**config.mk**
```make
export PLATFORM = sky130hd
export DESIGN_NAME = quad_encoder_speed_meter_flat
export DESIGN_NICKNAME = d
export VERILOG_FILES = /design/src/rtl/core/qesm_pkg.sv /design/src/rtl/core/qesm_if.sv /design/src/rtl/core/qesm_div.sv /design/src/rtl/core/qesm_mul.sv /design/src/rtl/core/quad_encoder_speed_meter.sv /design/src/flat_wrapper.sv
export SDC_FILE = /design/constraint.sdc
export NUM_CORES = 2
export LEC_CHECK = 0
export BUFFER_PORTS_ARGS = -buffer_cell sky130_fd_sc_hd__buf_2
export CAP_MARGIN = 20
export CORE_ASPECT_RATIO = 1.5
export CORE_UTILIZATION = 55
export CTS_CLUSTER_DIAMETER = 200
export DETAILED_ROUTE_END_ITERATION = 8
export HOLD_SLACK_MARGIN = 0.1
export PLACE_DENSITY = 0.73
export RECOVER_POWER = 50
export SLEW_MARGIN = 5
export SYNTH_ARGS = -nofsm -noshare
export SYNTH_HDL_FRONTEND = slang
export SYNTH_SLANG_ARGS = --single-unit
```
**constraint.sdc**
```tcl
create_clock -name clk -period 9.5 [get_ports clk]
set_clock_uncertainty 0.15 [all_clocks]
set_input_delay 1.9 -clock clk [delete_from_list [all_inputs] [get_ports clk]]
set_output_delay 1.9 -clock clk [all_outputs]
set_load 0.01 [all_outputs]
```
**src/rtl/core/qesm_pkg.sv**
```systemverilog
// shared constants and widths for the quadrature encoder speed meter
package qesm_pkg;

	localparam int NUM_CHANNELS = 4;
	localparam int POS_W        = 32;
	localparam int RATE_W       = 16;
	localparam int KEEP_W       = 9;
	localparam int MASK_W       = 4;
	localparam int FILT_W       = 40;
	localparam int MUL_A_W      = 40;
	localparam int MUL_B_W      = 17;
	localparam int MUL_P_W      = MUL_A_W + MUL_B_W;
	localparam int ACC_W        = 50;
	localparam int Q_FRAC_W     = 8;

	localparam int CFG_IDX_W    = 2;
	localparam int CFG_DATA_W   = 16;

	localparam logic [CFG_IDX_W-1:0] REG_PULSES_PER_REV     = 2'd0;
	localparam logic [CFG_IDX_W-1:0] REG_WINDOWS_PER_MINUTE = 2'd1;
	localparam logic [CFG_IDX_W-1:0] REG_FILTER_KEEP        = 2'd2;
	localparam logic [CFG_IDX_W-1:0] REG_INVERT_MASK        = 2'd3;

	localparam logic [RATE_W-1:0] PPR_RESET  = 16'd90;
	localparam logic [RATE_W-1:0] WPM_RESET  = 16'd300;
	localparam logic [KEEP_W-1:0] KEEP_RESET = 9'd179;
	localparam logic [MASK_W-1:0] INV_RESET  = 4'd12;
	localparam logic [KEEP_W-1:0] KEEP_FULL  = 9'd256;

	localparam logic CMD_SAMPLE = 1'b0;
	localparam logic CMD_TICK   = 1'b1;

endpackage

```
**src/rtl/core/qesm_if.sv**
```systemverilog
// item channels of the encoder speed meter: pin samples in, reports out
interface qesm_in_if;
	import qesm_pkg::*;

	logic              valid;
	logic              ready;
	logic              command;
	logic [MASK_W-1:0] phase_a;
	logic [MASK_W-1:0] phase_b;

	modport source (output valid, command, phase_a, phase_b, input ready);
	modport sink (input valid, command, phase_a, phase_b, output ready);
endinterface

interface qesm_out_if;
	import qesm_pkg::*;

	logic                    valid;
	logic                    ready;
	logic signed [POS_W-1:0] position_0;
	logic signed [POS_W-1:0] position_1;
	logic signed [POS_W-1:0] position_2;
	logic signed [POS_W-1:0] position_3;
	logic signed [POS_W-1:0] speed_0;
	logic signed [POS_W-1:0] speed_1;
	logic signed [POS_W-1:0] speed_2;
	logic signed [POS_W-1:0] speed_3;
	logic signed [POS_W-1:0] smoothed_0;
	logic signed [POS_W-1:0] smoothed_1;
	logic signed [POS_W-1:0] smoothed_2;
	logic signed [POS_W-1:0] smoothed_3;

	modport source (
		output valid, position_0, position_1, position_2, position_3,
		speed_0, speed_1, speed_2, speed_3,
		smoothed_0, smoothed_1, smoothed_2, smoothed_3,
		input ready
	);
	modport sink (
		input valid, position_0, position_1, position_2, position_3,
		speed_0, speed_1, speed_2, speed_3,
		smoothed_0, smoothed_1, smoothed_2, smoothed_3,
		output ready
	);
endinterface

```
**src/rtl/core/qesm_div.sv**
```systemverilog
// bit-serial signed-by-unsigned divider, truncating quotient
module qesm_div #(
	parameter int WIDTH = 16
) (
	input  logic                          clk,
	input  logic                          arst_n,
	input  logic                          start,
	input  logic signed [WIDTH-1:0]       dividend,
	input  logic [qesm_pkg::RATE_W-1:0]   divisor,
	output logic                          done,
	output logic signed [WIDTH-1:0]       quotient
);
	import qesm_pkg::*;

	localparam int CW = $clog2(WIDTH + 1);

	logic              busy_q;
	logic              done_q;
	logic              neg_q;
	logic [CW-1:0]     cnt_q;
	logic [RATE_W-1:0] rem_q;
	logic [WIDTH-1:0]  quo_q;

	logic [WIDTH-1:0]  mag;
	logic [RATE_W:0]   trial;
	logic [RATE_W:0]   diff;
	logic              fits;

	assign mag   = dividend[WIDTH-1] ? (~dividend + 1'b1) : dividend;
	assign trial = {rem_q, quo_q[WIDTH-1]};
	assign diff  = trial - {1'b0, divisor};
	assign fits  = trial >= {1'b0, divisor};

	always_ff @(posedge clk or negedge arst_n) begin
		if (!arst_n) begin
			busy_q <= 1'b0;
			done_q <= 1'b0;
			cnt_q  <= '0;
		end else begin
			done_q <= 1'b0;
			if (start) begin
				busy_q <= 1'b1;
				cnt_q  <= CW'(WIDTH);
			end else if (busy_q) begin
				cnt_q <= cnt_q - 1'b1;
				if (cnt_q == CW'(1)) begin
					busy_q <= 1'b0;
					done_q <= 1'b1;
				end
			end
		end
	end

	// restoring step: one quotient bit per cycle
	always_ff @(posedge clk) begin
		if (start) begin
			neg_q <= dividend[WIDTH-1];
			rem_q <= '0;
			quo_q <= mag;
		end else if (busy_q) begin
			rem_q <= fits ? diff[RATE_W-1:0] : trial[RATE_W-1:0];
			quo_q <= {quo_q[WIDTH-2:0], fits};
		end
	end

	assign done     = done_q;
	assign quotient = neg_q ? signed'(~quo_q + 1'b1) : signed'(quo_q);

endmodule

```
**src/rtl/core/qesm_mul.sv**
```systemverilog
// shared signed multiplier with registered product
module qesm_mul (
	input  logic                                clk,
	input  logic signed [qesm_pkg::MUL_A_W-1:0] a,
	input  logic signed [qesm_pkg::MUL_B_W-1:0] b,
	output logic signed [qesm_pkg::MUL_P_W-1:0] p
);
	import qesm_pkg::*;

	logic signed [MUL_P_W-1:0] p_q;

	always_ff @(posedge clk) begin
		p_q <= MUL_P_W'(a) * MUL_P_W'(b);
	end

	assign p = p_q;

endmodule

```
**src/rtl/core/quad_encoder_speed_meter.sv**
```systemverilog
// top level: four-channel x1 quadrature counter with rpm and filtered rpm
//
//   channel   dir   handshake        carries
//   items     in    valid/ready      command, phase_a, phase_b
//   results   out   valid/ready      position_0..3, speed_0..3, smoothed_0..3
//   wr_*      in    wr_en only       register index and data
//
// a pin sample item gives no result.
// a tick item runs the channels in turn: per channel the serial divider takes a
// load step, WINDOW_WIDTH steps and a done step, then the shared multiplier is
// used three times and the filter sum is written.
// items.ready is low from tick acceptance until the report is loaded; the report
// waits in its own register, so samples are taken while it is stalled.
// reset clears all counts and filter state and loads the register defaults.
module quad_encoder_speed_meter #(
	parameter int WINDOW_WIDTH = 16
) (
	input  logic                            clk,
	input  logic                            arst_n,
	qesm_in_if.sink                         items,
	qesm_out_if.source                      results,
	input  logic                            wr_en,
	input  logic [qesm_pkg::CFG_IDX_W-1:0]  wr_index,
	input  logic [qesm_pkg::CFG_DATA_W-1:0] wr_data
);
	import qesm_pkg::*;

	localparam int CH_W = (NUM_CHANNELS > 1) ? $clog2(NUM_CHANNELS) : 1;
	localparam logic signed [WINDOW_WIDTH-1:0] WIN_MAX = {1'b0, {(WINDOW_WIDTH-1){1'b1}}};
	localparam logic signed [WINDOW_WIDTH-1:0] WIN_MIN = {1'b1, {(WINDOW_WIDTH-1){1'b0}}};

	typedef enum logic [2:0] {
		ST_IDLE,
		ST_DIV,
		ST_MUL_RPM,
		ST_SAT,
		ST_MUL_OLD,
		ST_MUL_NEW,
		ST_ADD,
		ST_OUT
	} state_t;

	state_t state_q;

	// configuration
	logic [RATE_W-1:0] ppr_q;
	logic [RATE_W-1:0] wpm_q;
	logic [KEEP_W-1:0] keep_q;
	logic [MASK_W-1:0] inv_q;

	// counting state
	logic [NUM_CHANNELS-1:0]        last_a_q;
	logic [POS_W-1:0]               pos_q [NUM_CHANNELS];
	logic signed [WINDOW_WIDTH-1:0] win_q [NUM_CHANNELS];
	logic signed [FILT_W-1:0]       filt_q [NUM_CHANNELS];
	logic signed [POS_W-1:0]        speed_q [NUM_CHANNELS];

	// sequencer
	logic [CH_W-1:0]           ch_q;
	logic                      div_start_q;
	logic signed [MUL_P_W-1:0] hold_q;

	// report register
	logic                    out_valid_q;
	logic signed [POS_W-1:0] out_pos_q [NUM_CHANNELS];
	logic signed [POS_W-1:0] out_spd_q [NUM_CHANNELS];
	logic signed [POS_W-1:0] out_smo_q [NUM_CHANNELS];

	logic                           accept;
	logic                           div_done;
	logic signed [WINDOW_WIDTH-1:0] div_quo;
	logic signed [MUL_A_W-1:0]      mul_a;
	logic signed [MUL_B_W-1:0]      mul_b;
	logic signed [MUL_P_W-1:0]      mul_p;
	logic [KEEP_W-1:0]              keep_eff;
	logic [KEEP_W-1:0]              keep_rest;
	logic signed [POS_W-1:0]        rpm_sat;
	logic signed [ACC_W-1:0]        acc;
	logic signed [ACC_W-Q_FRAC_W-1:0] acc_sh;
	logic signed [FILT_W-1:0]       filt_new;
	logic signed [FILT_W-1:0]       smo_adj [NUM_CHANNELS];
	logic                           out_free;

	assign accept    = items.valid && items.ready;
	assign items.ready = (state_q == ST_IDLE);
	assign keep_eff  = (keep_q > KEEP_FULL) ? KEEP_FULL : keep_q;
	assign keep_rest = KEEP_FULL - keep_eff;
	assign out_free  = !out_valid_q || results.ready;

	always_ff @(posedge clk or negedge arst_n) begin
		if (!arst_n) begin
			ppr_q  <= PPR_RESET;
			wpm_q  <= WPM_RESET;
			keep_q <= KEEP_RESET;
			inv_q  <= INV_RESET;
		end else if (wr_en) begin
			unique case (wr_index)
				REG_PULSES_PER_REV:     ppr_q  <= wr_data;
				REG_WINDOWS_PER_MINUTE: wpm_q  <= wr_data;
				REG_FILTER_KEEP:        keep_q <= wr_data[KEEP_W-1:0];
				REG_INVERT_MASK:        inv_q  <= wr_data[MASK_W-1:0];
				default: ;
			endcase
		end
	end

	// edge detection and counting on sample items; window cleared once read
	always_ff @(posedge clk or negedge arst_n) begin
		if (!arst_n) begin
			last_a_q <= '0;
			for (int i = 0; i < NUM_CHANNELS; i++) begin
				pos_q[i] <= '0;
				win_q[i] <= '0;
			end
		end else if (accept && items.command == CMD_SAMPLE) begin
			last_a_q <= items.phase_a[NUM_CHANNELS-1:0];
			for (int i = 0; i < NUM_CHANNELS; i++) begin
				if (items.phase_a[i] && !last_a_q[i]) begin
					if (items.phase_b[i] ^ inv_q[i]) begin
						pos_q[i] <= pos_q[i] + 1'b1;
						if (win_q[i] != WIN_MAX)
							win_q[i] <= win_q[i] + 1'b1;
					end else begin
						pos_q[i] <= pos_q[i] - 1'b1;
						if (win_q[i] != WIN_MIN)
							win_q[i] <= win_q[i] - 1'b1;
					end
				end
			end
		end else if (state_q == ST_ADD) begin
			win_q[ch_q] <= '0;
		end
	end

	qesm_div #(
		.WIDTH (WINDOW_WIDTH)
	) u_div (
		.clk      (clk),
		.arst_n   (arst_n),
		.start    (div_start_q),
		.dividend (win_q[ch_q]),
		.divisor  (ppr_q),
		.done     (div_done),
		.quotient (div_quo)
	);

	// operand select for the shared multiplier
	always_comb begin
		mul_a = MUL_A_W'(div_quo);
		mul_b = signed'({1'b0, wpm_q});
		case (state_q)
			ST_MUL_OLD: begin
				mul_a = filt_q[ch_q];
				mul_b = signed'(MUL_B_W'(keep_eff));
			end
			ST_MUL_NEW: begin
				mul_a = MUL_A_W'(speed_q[ch_q]);
				mul_b = signed'(MUL_B_W'(keep_rest));
			end
			default: ;
		endcase
	end

	qesm_mul u_mul (
		.clk (clk),
		.a   (mul_a),
		.b   (mul_b),
		.p   (mul_p)
	);

	// rpm saturation to 32 bits; zero divisor reads as zero speed
	always_comb begin
		if (ppr_q == '0)
			rpm_sat = '0;
		else if (mul_p[MUL_P_W-1:POS_W-1] == '0 || mul_p[MUL_P_W-1:POS_W-1] == '1)
			rpm_sat = mul_p[POS_W-1:0];
		else
			rpm_sat = mul_p[MUL_P_W-1] ? signed'({1'b1, {(POS_W-1){1'b0}}})
				: signed'({1'b0, {(POS_W-1){1'b1}}});
	end

	// filter: old*keep + new*(256-keep)*256, floor by 256, clamp to 40 bits
	assign acc    = ACC_W'(hold_q) + (ACC_W'(mul_p) <<< Q_FRAC_W);
	assign acc_sh = acc[ACC_W-1:Q_FRAC_W];

	always_comb begin
		if (acc_sh[ACC_W-Q_FRAC_W-1:FILT_W-1] == '0 || acc_sh[ACC_W-Q_FRAC_W-1:FILT_W-1] == '1)
			filt_new = acc_sh[FILT_W-1:0];
		else
			filt_new = acc_sh[ACC_W-Q_FRAC_W-1] ? signed'({1'b1, {(FILT_W-1){1'b0}}})
				: signed'({1'b0, {(FILT_W-1){1'b1}}});
	end

	// truncate toward zero for the report
	always_comb begin
		for (int i = 0; i < NUM_CHANNELS; i++)
			smo_adj[i] = filt_q[i] + (filt_q[i][FILT_W-1] ? FILT_W'(255) : FILT_W'(0));
	end

	always_ff @(posedge clk or negedge arst_n) begin
		if (!arst_n) begin
			state_q     <= ST_IDLE;
			ch_q        <= '0;
			div_start_q <= 1'b0;
			out_valid_q <= 1'b0;
			hold_q      <= '0;
			for (int i = 0; i < NUM_CHANNELS; i++) begin
				filt_q[i]    <= '0;
				speed_q[i]   <= '0;
				out_pos_q[i] <= '0;
				out_spd_q[i] <= '0;
				out_smo_q[i] <= '0;
			end
		end else begin
			div_start_q <= 1'b0;
			if (out_valid_q && results.ready && state_q != ST_OUT)
				out_valid_q <= 1'b0;
			unique case (state_q)
				ST_IDLE: begin
					if (accept && items.command == CMD_TICK) begin
						ch_q        <= '0;
						div_start_q <= 1'b1;
						state_q     <= ST_DIV;
					end
				end
				ST_DIV: begin
					if (div_done)
						state_q <= ST_MUL_RPM;
				end
				ST_MUL_RPM: state_q <= ST_SAT;
				ST_SAT: begin
					speed_q[ch_q] <= rpm_sat;
					state_q       <= ST_MUL_OLD;
				end
				ST_MUL_OLD: state_q <= ST_MUL_NEW;
				ST_MUL_NEW: begin
					hold_q  <= mul_p;
					state_q <= ST_ADD;
				end
				ST_ADD: begin
					filt_q[ch_q] <= filt_new;
					if (ch_q == CH_W'(NUM_CHANNELS - 1)) begin
						state_q <= ST_OUT;
					end else begin
						ch_q        <= ch_q + 1'b1;
						div_start_q <= 1'b1;
						state_q     <= ST_DIV;
					end
				end
				ST_OUT: begin
					if (out_free) begin
						out_valid_q <= 1'b1;
						for (int i = 0; i < NUM_CHANNELS; i++) begin
							out_pos_q[i] <= signed'(pos_q[i]);
							out_spd_q[i] <= speed_q[i];
							out_smo_q[i] <= smo_adj[i][FILT_W-1:Q_FRAC_W];
						end
						state_q <= ST_IDLE;
					end
				end
				default: state_q <= ST_IDLE;
			endcase
		end
	end

	assign results.valid      = out_valid_q;
	assign results.position_0 = out_pos_q[0];
	assign results.position_1 = out_pos_q[1];
	assign results.position_2 = out_pos_q[2];
	assign results.position_3 = out_pos_q[3];
	assign results.speed_0    = out_spd_q[0];
	assign results.speed_1    = out_spd_q[1];
	assign results.speed_2    = out_spd_q[2];
	assign results.speed_3    = out_spd_q[3];
	assign results.smoothed_0 = out_smo_q[0];
	assign results.smoothed_1 = out_smo_q[1];
	assign results.smoothed_2 = out_smo_q[2];
	assign results.smoothed_3 = out_smo_q[3];

endmodule

```
**src/flat_wrapper.sv**
```systemverilog
// flat-port wrapper written by rule: the top's interface ports become plain ports
module quad_encoder_speed_meter_flat import qesm_pkg::*;
#(
	parameter int WINDOW_WIDTH = 16
)
  (clk, arst_n, wr_en, wr_index, wr_data, items_valid, items_command, items_phase_a, items_phase_b, items_ready, results_valid, results_position_0, results_position_1, results_position_2, results_position_3, results_speed_0, results_speed_1, results_speed_2, results_speed_3, results_smoothed_0, results_smoothed_1, results_smoothed_2, results_smoothed_3, results_ready);
  qesm_in_if items_i ();
  qesm_out_if results_i ();
  input  logic clk;
  input  logic arst_n;
  input  logic wr_en;
  input  logic [qesm_pkg::CFG_IDX_W-1:0] wr_index;
  input  logic [qesm_pkg::CFG_DATA_W-1:0] wr_data;
  input wire logic [$bits(items_i.valid)-1:0] items_valid;
  input wire logic [$bits(items_i.command)-1:0] items_command;
  input wire logic [$bits(items_i.phase_a)-1:0] items_phase_a;
  input wire logic [$bits(items_i.phase_b)-1:0] items_phase_b;
  output wire logic [$bits(items_i.ready)-1:0] items_ready;
  output wire logic [$bits(results_i.valid)-1:0] results_valid;
  output wire logic [$bits(results_i.position_0)-1:0] results_position_0;
  output wire logic [$bits(results_i.position_1)-1:0] results_position_1;
  output wire logic [$bits(results_i.position_2)-1:0] results_position_2;
  output wire logic [$bits(results_i.position_3)-1:0] results_position_3;
  output wire logic [$bits(results_i.speed_0)-1:0] results_speed_0;
  output wire logic [$bits(results_i.speed_1)-1:0] results_speed_1;
  output wire logic [$bits(results_i.speed_2)-1:0] results_speed_2;
  output wire logic [$bits(results_i.speed_3)-1:0] results_speed_3;
  output wire logic [$bits(results_i.smoothed_0)-1:0] results_smoothed_0;
  output wire logic [$bits(results_i.smoothed_1)-1:0] results_smoothed_1;
  output wire logic [$bits(results_i.smoothed_2)-1:0] results_smoothed_2;
  output wire logic [$bits(results_i.smoothed_3)-1:0] results_smoothed_3;
  input wire logic [$bits(results_i.ready)-1:0] results_ready;
  assign items_i.valid = items_valid;
  assign items_i.command = items_command;
  assign items_i.phase_a = items_phase_a;
  assign items_i.phase_b = items_phase_b;
  assign items_ready = items_i.ready;
  assign results_valid = results_i.valid;
  assign results_position_0 = results_i.position_0;
  assign results_position_1 = results_i.position_1;
  assign results_position_2 = results_i.position_2;
  assign results_position_3 = results_i.position_3;
  assign results_speed_0 = results_i.speed_0;
  assign results_speed_1 = results_i.speed_1;
  assign results_speed_2 = results_i.speed_2;
  assign results_speed_3 = results_i.speed_3;
  assign results_smoothed_0 = results_i.smoothed_0;
  assign results_smoothed_1 = results_i.smoothed_1;
  assign results_smoothed_2 = results_i.smoothed_2;
  assign results_smoothed_3 = results_i.smoothed_3;
  assign results_i.ready = results_ready;
  quad_encoder_speed_meter #(.WINDOW_WIDTH(WINDOW_WIDTH)) u_core (.clk(clk), .arst_n(arst_n), .items(items_i), .results(results_i), .wr_en(wr_en), .wr_index(wr_index), .wr_data(wr_data));
endmodule
```
Yosys cells after proc, flatten, opt, wreduce, memory -nomap -nowiden
Cells that the tools add are included.

operators by class
  $add $sub $neg = 27
  multiplexer cells = 78
  multipliers = 1
  bitwise gates (word level) = 10
  order comparisons = 4
  reductions and logical operators = 41
  equal/unequal tests = 39

operators by type and width
  kind                   count
  $mux 16                24
  $mux 32                10
  $mux 40                5
  $add 40x40->40         4
  $bwmux 160             1
  $add 32x1->32 const B  4
  $bwmux 128             1
  $mux 64                2
  $ne 16x16->1 const B   8
  $sub 32x1->32 const B  4
  $add 16x1->16 const B  6
  $bmux 40 s2            1
  $demux 40 s2           1
  $pmux 40 s2            1
  $and 64x64->64         1
  $bmux 32 s2            1
  $demux 32 s2           1
  $not 64->64            1
  $sub 16x1->16 const B  4
  $mul 40x17->57         1
  $add 50x50->50         1
  $bmux 16 s2            1
  $demux 16 s2           1
  $mux 8                 4
  42 further kinds       112

storage, ports and cells
  bits in registers = 1067
  input port bits = 32
  logic and storage cells = 245
  output and inout bits = 386

Depth between registers and ports, before layout
  depth after elaboration = 9
  mapped depth = 34
  depth with buffers taken out = 34

By module
From an unflattened synthesis, not the netlist that was laid out.

unflattened totals
  cell total of the unflattened synthesis = 8741
  area, all modules = 79985.5 µm²

modules (own cells, without submodules)
  module                    instances  area an instance (µm²)  cells an instance  seq. area each (µm²)
  quad_encoder_speed_meter  1          52237.6                 5620               24091.9
  qesm_mul                  1          24314.6                 2703               1141.1
  qesm_div                  1          3433.3                  418                1006.0

Least setup slack after synthesis
OpenSTA, ideal clock, no wires.

  path kind = register -> register
  start = register u_core.ch_q[0]
  end = register u_core.u_mul.p_q[42], in the netlist u_core.u_mul.p[42]
  required time = 9278 ps
  buffers on the path = 4
  stages on the path, launching flop included = 30
  library setup time = 72 ps
  slack = 958 ps
  period minus slack after synthesis = 8542 ps
  arrival time = 8320 ps
  cells stage by stage = dfrtp_1 > buf_2 > buf_2 > buf_2 > buf_2 > mux4_2 > mux2_2 > o21ai_1 > nor2_1 > fa_1 > inv_1 > fa_1 > fa_1 > fa_1 > inv_1 > fa_1 > fa_1 > ha_1 > o21ai_0 > o21ai_0 > a21oi_1 > a21oi_1 > a21boi_1 > nor4b_1 > nor4_1 > a21o_1 > a41o_1 > a21o_1 > a21oi_1 > xnor2_1

between the ends
  longest elaborated chain between the ends = 6
  elaborated cells between the ends (all ways) = 9
  classes of those cells = mul: 1; mux: 7; bitwise: 1

ends and longest elaborated chain
  item                                                                          RTL line                                                          text
  start: declaration                                                            quad_encoder_speed_meter.sv:59                                    logic [CH_W-1:0] ch_q;
  start signal: assignment                                                      quad_encoder_speed_meter.sv:245                                   ch_q <= ch_q + 1'b1;
  $not 2->3 (implied by the code) (*)                                           quad_encoder_speed_meter.sv:153, quad_encoder_speed_meter.sv:157
  $bmux 32 s2 / $bmux 40 s2 (equally long branches)                             quad_encoder_speed_meter.sv:157, quad_encoder_speed_meter.sv:153
  $mux 32 (implied by the code) / $mux 40 (equally long branches) (2 in a row)  quad_encoder_speed_meter.sv:157, quad_encoder_speed_meter.sv:153
  $pmux 40 s2 (*)                                                               quad_encoder_speed_meter.sv:151                                   case (state_q)
  $mul 40x17->57 (*)                                                            qesm_mul.sv:13                                                    p_q <= MUL_P_W'(a) * MUL_P_W'(b);
  end signal: assignment                                                        qesm_mul.sv:13
  end: declaration                                                              qesm_mul.sv:10                                                    logic signed [MUL_P_W-1:0] p_q;

Every way passes the cells marked *; elsewhere a longest branch is shown, timed or not. The select of a mux whose other input is x is not followed.
A chain may end at the register's enable or synchronous reset.

Final worst setup path
  start = register u_core.ch_q[0]
  end = register u_core.u_mul.p_q[53], in the netlist u_core.u_mul.p[53]

Same word-level chain as after synthesis.

==> run_results.csv <==
group,metric,value,unit
detailed_routing,residual_antenna_violating_net_count_after_detailed_routing,0,
clock_tree,clock_tree.buffer_depth,3,
detailed_routing,drt_first_pass_iters,9,
global_route,global_route_wire_length_before_repair,353000,µm
global_route,number_of_global_route_vias_before_repair,61921,
clock_tree,postCtsHoldBufs,0,
synth,synth.yosys.warnings,0,
floorplanning,fp.dieArea,143000,µm²
global_route,globalRouteTotalUtil,0.323,
detailed_routing,post_drt_wl_per_cell,22.3,µm
synth,postSynthCellCount,7987,
detailed_routing,drt_drc,0,
cells_and_area,num-nets-final,9404,
clock_tree,clk_pin_slew_worst_paths,0.07,ns
placement,detailedPlacementHpwl,176000,µm
worst_setup_path,regToRegSetupSlack,0.39,ns
global_route,grt_start_max_net_pins,162,
floorplanning,die-height,463,µm
clock_tree,max_h_tree_level,3,
floorplanning,floorplan.io_pins,418,
clock_tree,cts_root_buf,"clkbuf_16",
status,failed_checks,"max-capacitance violations, max-slew violations",
timing,timing_hold_violations_final,0,
floorplanning,fp.dieW,310,µm
synth,synth-edff-count,17,
worst_setup_path,cp_data_required_time,9.95,ns
worst_setup_path,setup.worst_path.end_class,"flip-flop",
clock_tree,clock_sink_count,1059,
worst_setup_path,worstPathArrival,9.56,ns
worst_setup_path,critical_path_class,"flip-flop to flip-flop",
synth,postSynth.topFlopCell,"dfrtp_1",
global_route,number_of_antenna_violations_at_the_first_check_in_global_routing,15,
clock_tree,cts_inserted_buffers,100,
clock_tree,postCtsSetupRepairBufs,0,
worst_setup_path,critPathSlowestCell,"o21ai_0",
worst_setup_path,path_delay_family,"compound AO/OA/AOI/OAI gates",
worst_setup_path,cp_num_buf_inv,6,
cells_and_area,drive_above_1_share,0.112,
timing,tns,0,ns
clock_tree,insertion_delay,0.78,ns
global_route,grtUsageMet1,0.363,
synth,mappedNetlistArea,78000,µm²
detailed_routing,route.detailed.vias_per_inst,5.84,
run,drv.max_cap_violation_count,15,
synth,synthArstFlopShare,0.915,
synth,ys_seq_elements,1059,
global_route,grt.met2_usage,0.544,
floorplanning,start_util,0.557,
status,outcome,"finished with violations",
clock_tree,cts_tree,"done",
floorplanning,core_area,140000,µm²
worst_setup_path,timing.critical_path.from_type,"flip-flop",
timing,rsz0062_at_grt,"false",
synth,synthesis.nets,9033,
worst_setup_path,worstPathMaxFanout,29,
timing,total_setup_violations_reported_at_the_end_of_the_flow,0,
synth,syn_area_per_cell,9.77,µm²
worst_setup_path,critical-path-max-stage-delay,0.60,ns
placement,gpl.final_weighted_congestion,1.04,
synth,synth.area.top_cells,"dfrtp_1 31%, fa_1 16%, ha_1 6.5%",
cells_and_area,ff_latch_area,26200,µm²
timing,relSlewSlack,-3.03,
timing,fin_crit_sh,0.959,
global_route,globalRouteMet3Util,0.0624,
cells_and_area,multi_input_comb_area,46900,µm²
synth,synth_top_area_share,0.306,
worst_hold_path,worst_hold_path_class,"flip-flop to flip-flop",
global_route,global_route.overflow_total,0,
detailed_routing,first_iter_violations,4446,
synth,netlist-cell-type-count,95,
timing,final_period_minus_worst_setup_slack,9.11,ns
detailed_routing,num_vias,60264,
synth,synth_top_area_cell,"dfrtp_1",
detailed_routing,drt_wl_total,230000,µm
synth,synth.yosys.seq_area_share,0.336,
global_route,grt.busiest_layer,"met2",
clock_tree,postCtsResizedCells,0,
cells_and_area,syn_to_final_growth,10.2,%
timing,final-max-slew-violation-count,1038,
floorplanning,rows,168,
cells_and_area,n_fill_cell,11917,
worst_setup_path,critPathMostFrequentCell,"fa_1",
placement,port-buffer-count,417,
timing,worst_slew_pin_slew,6.04,ns
timing,max_freq,0.110,GHz
[cells by family after synthesis]
kind of cell / synth area share
xor+xnor: 0.0480
buf+inv: 0.0656
flops: 0.336
fa+ha+maj: 0.221
simple gates: 0.124
mux: 0.0810
compound gates: 0.124
[state kept, by name, indices dropped and copies added, names as in the netlist, 42 cells and up]
| name | cells |
|---|---|
| u_core.filt_q | 160 |
| u_core.pos_q | 128 |
| u_core.speed_q | 128 |
| u_core.win_q | 64 |
| u_core.u_mul.p | 57 |
| u_core.hold_q | 42 |
[worst reg2reg max path, delay by kind of cell (launching register included)]
kind	cells	cell delay, ns
adders and majority gates	7	2.96
muxes	2	0.88
and+or+nand+nor	2	0.17
buffers and inverters	6	1.17
AOI/OAI and AO/OA	11	3.06
DFF	1	0.43
xor gates and xnor gates	1	0.14
[per-layer routing]
layer  vias to the layer above  wire length [µm]  share of wire
li1                      27346                 -              -
met1                     30090             83100           0.36
met2                      2130            113000           0.49
met3                       684             15300          0.066
met4                        14             18900          0.082
met5                         -                92        0.00040
[layout make-up]
cell class,count,area share
inverters,1012,0.0442
clock buffers,136,0.0329
repair buffers,604,0.0364
multi-input cells,5581,0.545
flip-flops and latches,1059,0.305
diodes,7,0.000204
clock inverters,49,0.00861
well taps,1870,0.0272
[cell usage in the layout, fill, tap and decap left out, types with 19 or more instances in the layout]
master and n:
a211oi_1 41, or3_1 28, mux2_2 343, o21bai_1 26, buf_4 151, dfxtp_1 73
clkbuf_8 19, o22a_1 132, nand2_1 1026, o31ai_1 24, mux2i_1 50, mux4_2 87
o21a_1 44, buf_2 38, a31oi_1 23, o211ai_1 19, nor2b_1 144, xnor2_1 206
dfrtp_1 951, o21ai_0 603, nand3_1 114, clkbuf_16 100, and3_1 39, and2_1 26
clkbuf_1 411, ha_1 403, nor4_1 36, nor2_1 445, a21oi_1 263, a21o_1 136
fa_1 610, xor2_1 212, nand4_1 65, clkinv_2 19, inv_1 1011, nand2b_1 49
nor3_1 56
[cell usage after synthesis (17+ instances only)]
| library cell | count |
|---|---|
| a211oi_1 | 43 |
| a21boi_0 | 17 |
| a21o_1 | 136 |
| a21oi_1 | 272 |
| a31oi_1 | 23 |
| and2_1 | 26 |
| and3_1 | 39 |
| and4_1 | 17 |
| buf_1 | 17 |
| buf_2 | 27 |
| clkbuf_1 | 286 |
| dfrtp_1 | 954 |
| dfxtp_1 | 73 |
| edfxtp_1 | 17 |
| fa_1 | 611 |
| ha_1 | 403 |
| inv_1 | 1012 |
| mux2_2 | 343 |
| mux2i_1 | 50 |
| mux4_2 | 87 |
| nand2_1 | 1033 |
| nand2b_1 | 50 |
| nand3_1 | 114 |
| nand3b_1 | 17 |
| nand4_1 | 65 |
| nor2_1 | 447 |
| nor2b_1 | 145 |
| nor3_1 | 56 |
| nor4_1 | 37 |
| o211ai_1 | 19 |
| o21a_1 | 44 |
| o21ai_0 | 606 |
| o21ai_1 | 21 |
| o21bai_1 | 27 |
| o22a_1 | 132 |
| o22ai_1 | 17 |
| o31ai_1 | 25 |
| or3_1 | 28 |
| xnor2_1 | 207 |
| xor2_1 | 212 |
[stage by stage]
step / hold WS [ns] / utilization / cells / worst slack, ns / area (µm²)
floorplan: 0.287 / - / 7987 / 0.958 / 78000
global placement: 0.300 / 0.591 / 10124 / 0.533 / 82900
detailed placement: 0.309 / 0.591 / 10124 / 0.373 / 82900
CTS: 0.327 / 0.617 / 10309 / 0.301 / 86500
global route: 0.338 / 0.613 / 10312 / 0.0262 / 86000
finish: 0.322 / 0.613 / 10318 / 0.388 / 86000
[worst paths after layout]
check	cells past startpoint	startpoint	endpoint
hold / removal	2	u_core.last_a_q[1]	u_core.last_a_q[1]
setup / recovery	29	u_core.ch_q[0]	u_core.u_mul.p[53]
setup reg to reg	29	u_core.ch_q[0]	u_core.u_mul.p[53]
max in group asynchronous	3	arst_n	u_core.ppr_q[15]
hold reg to reg	2	u_core.last_a_q[1]	u_core.last_a_q[1]
min in group asynchronous	1	arst_n	u_core.pos_q[112]
Power is left out: the tool's default activity adds up to more than one toggle a clock period on the data nets, which glitch-free logic cannot reach.
